==> config.mk <==
export PLATFORM = sky130hd
export DESIGN_NAME = ilid_cell
export DESIGN_NICKNAME = d
export VERILOG_FILES = /design/src/rtl/core/ilid_pkg.sv /design/src/rtl/core/ilid_cell.sv
export SDC_FILE = /design/constraint.sdc
export NUM_CORES = 1
export LEC_CHECK = 0
export BUFFER_PORTS_ARGS = -buffer_cell sky130_fd_sc_hd__buf_4
export CAP_MARGIN = 10
export CORE_MARGIN = 2
export CORE_UTILIZATION = 43
export CTS_BUF_LIST = sky130_fd_sc_hd__clkbuf_4 sky130_fd_sc_hd__clkbuf_8 sky130_fd_sc_hd__clkbuf_16
export DETAILED_ROUTE_END_ITERATION = 6
export PLACE_DENSITY = 0.88
export SLEW_MARGIN = 40
export SYNTH_ARGS = -nofsm -noshare
export SYNTH_HDL_FRONTEND = slang
export SYNTH_SLANG_ARGS = --single-unit
==> constraint.sdc <==
create_clock -name clk -period 4.6 [get_ports clk]
set_input_delay 0 -clock clk [delete_from_list [all_inputs] [get_ports clk]]
set_output_delay 0 -clock clk [all_outputs]
set_load 0.02 [all_outputs]
==> src/rtl/core/ilid_pkg.sv <==
`timescale 1ns / 1ps
`default_nettype none
// ----------------------------------------------------------------------------
// ilid_pkg: shared types and constants of the indexed list store
// widths, operation and status codes, and the command broadcast to the cells
// ----------------------------------------------------------------------------
package ilid_pkg;

    localparam int CAPACITY    = 64;
    localparam int VALUE_WIDTH = 32;
    localparam int IDX_W       = $clog2(CAPACITY);
    localparam int CNT_W       = $clog2(CAPACITY + 1);
    localparam int MODE_W      = 3;
    localparam int POS_W       = 8;
    localparam int STATUS_W    = 2;
    localparam int CMP_W       = ((POS_W > CNT_W) ? POS_W : CNT_W) + 1;

    // read select tree: groups of eight cells
    localparam int GRP_SIZE    = 8;
    localparam int GRP_W       = $clog2(GRP_SIZE);
    localparam int NGRP        = (CAPACITY + GRP_SIZE - 1) / GRP_SIZE;
    localparam int NGRP_W      = (NGRP > 1) ? $clog2(NGRP) : 1;

    localparam int IN_FIELDS_W  = MODE_W + POS_W + VALUE_WIDTH;
    localparam int OUT_FIELDS_W = VALUE_WIDTH + STATUS_W + CNT_W;
    localparam int IN_TDATA_W   = ((IN_FIELDS_W + 7) / 8) * 8;
    localparam int OUT_TDATA_W  = ((OUT_FIELDS_W + 7) / 8) * 8;

    typedef logic [VALUE_WIDTH-1:0] value_t;
    typedef value_t [CAPACITY-1:0] entry_arr_t;

    typedef enum logic [MODE_W-1:0] {
        MODE_READ     = 3'd0,
        MODE_INS_HEAD = 3'd1,
        MODE_INS_TAIL = 3'd2,
        MODE_INS_POS  = 3'd3,
        MODE_DELETE   = 3'd4
    } mode_t;

    typedef enum logic [STATUS_W-1:0] {
        ST_DONE  = 2'd0,
        ST_RANGE = 2'd1,
        ST_FULL  = 2'd2
    } status_t;

    // shift command seen by every cell in the same cycle
    typedef struct packed {
        logic             ins;
        logic             del;
        logic [IDX_W-1:0] pos;
        value_t           value;
    } cell_cmd_t;

endpackage
`default_nettype wire

==> src/rtl/core/ilid_cell.sv <==
`timescale 1ns / 1ps
`default_nettype none
// ----------------------------------------------------------------------------
// ilid_cell: one entry cell of the list chain
// holds one entry; on insert takes its left neighbor or the new value,
// on delete takes its right neighbor
// ----------------------------------------------------------------------------
module ilid_cell
(
    input  wire logic                      clk,
    input  wire logic [ilid_pkg::IDX_W-1:0] idx,
    input  wire ilid_pkg::cell_cmd_t       cmd,
    input  wire ilid_pkg::value_t          left,
    input  wire ilid_pkg::value_t          right,
    output ilid_pkg::value_t               value
);

    ilid_pkg::value_t value_reg;
    ilid_pkg::value_t value_next;

    always_comb
    begin
        value_next = value_reg;
        if (cmd.ins)
        begin
            if (idx > cmd.pos)
            begin
                value_next = left;
            end
            else if (idx == cmd.pos)
            begin
                value_next = cmd.value;
            end
        end
        else if (cmd.del && (idx >= cmd.pos))
        begin
            value_next = right;
        end
    end

    always_ff @(posedge clk)
    begin
        value_reg <= value_next;
    end

    assign value = value_reg;

endmodule
`default_nettype wire

==> impl_metrics.tcl <==
set metrics [dict create \
    grt_overflow_total 0 \
    drt-initial-drc-count 163 \
    root_buffer "clkbuf_8" \
    finalMaxSlewViolations 0 \
    synthCells 142 \
    drive_gt1_share_pct 65.85 \
    outcome "finished clean" \
    crit_path_end_kind "register" \
    p_int_mw 0.6529 \
    cts_tree "built" \
    final_antenna_net_count 0 \
    post-route-min-period_ns 1.921 \
    clkTransAtPathRegs_ns 0.06 \
    hpwl_mm 4.472 \
    cp-start-kind "primary input" \
    drc_errors 0 \
    yosys_warnings 0 \
    die_width_um 69.51 \
    clock_sinks 32 \
    yosysTopAreaCellShare_pct 52.07 \
    slew_headroom_pct 49.14 \
    p_switching_mw 0.2573 \
    sw_frac_of_total_pct 28.27 \
    drv_cap 0 \
    grt_max_degree 37 \
    path_class "in2reg" \
    seqPwrFrac_pct 43.3 \
    cts_buffers 5 \
    hold_buffers 0 \
    place_area_um2 2935 \
    track_usage_pct 23.53 \
    yosys_register_bits 32 \
    netlist_top_cells_area "edfxtp_1 (52%), o221a_1 (18%), or2_2 (11%)" \
    cts_resized 0 \
    wirelength_mm 5.634 \
    yosys.area_share.simple_pct 14.17 \
    cp_data_arrival_time_ns 2.06 \
    comb_power_share_pct 34.5 \
    pwr-share-clk_pct 22.2 \
    crit_path_max_fanout 17 \
    io_pins 143 \
    place_congestion 0.8731 \
    cp.required_ns 4.74 \
    fin_area_um2 3017 \
    syn_area_um2 1846 \
    largest_reg_flops 32 \
    synth_top_family_by_area "compound AO/OA/AOI/OAI gates" \
    synthToLayoutAreaGrowth_pct 63.46 \
    synth_area_leader_cell "edfxtp_1" \
    multi_input_area_um2 797.0 \
    grt_antenna_before_repair 0 \
    synth_compound_area_share_pct 24.61 \
    holdPathStages 2 \
    diodes 0 \
    rows 23 \
    hold_ws_ns 0.05562 \
    synth.distinct_cells 25 \
    dr.pass1.iters 4 \
    synth_nets 259 \
    synthAdderAreaFrac_pct 4.068 \
    setup_violations 0 \
    clockBufferDepth 2 \
    route.vias.total 1756 \
    tightestPinTransition_ns 0.7605 \
    core_um2 4058 \
    rsz0062_at_grt "no" \
    io_buffer_count 142 \
    dieArea_um2 4832 \
    grt_pass1_vias 1808 \
    avgSynthCellArea_um2 13.00 \
    cellLeakagePower_nw 1.350 \
    grt_pass1_wl_mm 8.894 \
    synthMuxAreaShare_pct 0 \
    peakVddDrop_uv 127.3 \
    fmax_mhz 520.5 \
    hp-class "in2reg" \
    finalPower_mw 0.9102 \
    yosysSeqAreaShare_pct 52.07 \
    postCtsSetupBuffers 0 \
    synth-xor-area-share_pct 0 \
    fillCellCount 288 \
    htreeDepth 2 \
    vias_per_cell 5.257 \
    regArea_um2 960.9 \
    initial_core_util_pct 45.48 \
    wire_per_inst_um 16.87 \
    fin_util_pct 74.34 \
    fin_crit_sh_pct 41.77 \
    dieHeight_um 69.51 \
    nets 401 \
    final_hold_viol_count 0 \
    fin_setup_tns_ns 0 \
    pwr_density_cell_nw_per_um2 301.7 \
]
[worst max-delay path: stages]
cell and delay (ns):
buf_4 0.11, ha_1 0.31, nand4_2 0.16, o21bai_4 0.22
a31oi_2 0.65, buf_4 0.36, o221a_1 0.24
[power groups by stage]
stage          clock network (mW)  logic [mW]  registers [mW]
6_report                    0.202       0.314           0.394
3_3_place_gp                    0       0.308           0.399
4_1_cts                     0.207       0.316           0.395
3_5_place_dp                    0       0.315           0.401
2_1_floorplan                   0      0.0937           0.462
5_1_grt                     0.216       0.334           0.399
[worst paths after layout]
| check | endpoint | startpoint | slack (ns) |
|---|---|---|---|
| setup / recovery | value[17] | idx[5] | 2.68 |
| hold / removal | value[2] | cmd[2] | 0.06 |
[area by class of cell]
cell class,count,area share [%]
Clock inverter,1,0.1659
Sequential cell,32,31.85
Multi-Input combinational cell,92,26.42
Clock buffer,6,2.530
Tap cell,50,2.074
Timing Repair Buffer,144,35.84
Inverter,9,1.120
[per-layer routing]
layer / vias up / part of all wire [%] / track usage (%) / routed length [um]
met4: 0 / 0.98 / 7.190 / 55
li1: 849 / - / - / -
met5: - / 0 / 0 / 0
met1: 823 / 36 / 25.16 / 2030
met3: 6 / 7.0 / 6.541 / 394
met2: 78 / 56 / 44.44 / 3153
[cells in the final DEF, fill, tap and decap left out, types with 2 or more instances in the layout]
cell type,Yosys,routed
buf_4,0,144
edfxtp_1,32,32
or2_2,31,31
o221a_1,30,30
inv_1,9,9
ha_1,6,6
a21oi_1,5,5
clkbuf_8,0,5
nand2_1,2,2
o21a_1,2,2
nor3_1,2,2
nand2b_1,2,2
[cells in the mapped netlist]
| cell type | n |
|---|---|
| edfxtp_1 | 32 |
| or2_2 | 31 |
| o221a_1 | 30 |
| inv_1 | 9 |
| ha_1 | 6 |
| a21oi_1 | 5 |
| buf_2 | 3 |
| buf_6 | 3 |
| clkbuf_1 | 3 |
| nand2_1 | 2 |
| nand2b_1 | 2 |
| nor3_1 | 2 |
| o21a_1 | 2 |
| a211o_4 | 1 |
| a31oi_1 | 1 |
| and3_1 | 1 |
| and3b_1 | 1 |
| nand4_2 | 1 |
| nor2_1 | 1 |
| nor2b_1 | 1 |
| o21ai_0 | 1 |
| o21bai_4 | 1 |
| o221a_2 | 1 |
| o32ai_1 | 1 |
| o41ai_1 | 1 |
[logic make-up after synthesis]
kind of cell / after synthesis
AOI/OAI and AO/OA: 44
and+or+nand+nor: 42
DFF: 32
buffers and inverters: 18
adders and majority gates: 6
[through the flow]
stage / worst slack [ns] / cells
global route: 2.588 / 334
CTS: 2.735 / 334
floorplan: 2.719 / 142
finish: 2.679 / 334
global placement: 2.482 / 327
detailed placement: 2.451 / 327
Note: power is estimated with default switching activity, not from simulation.
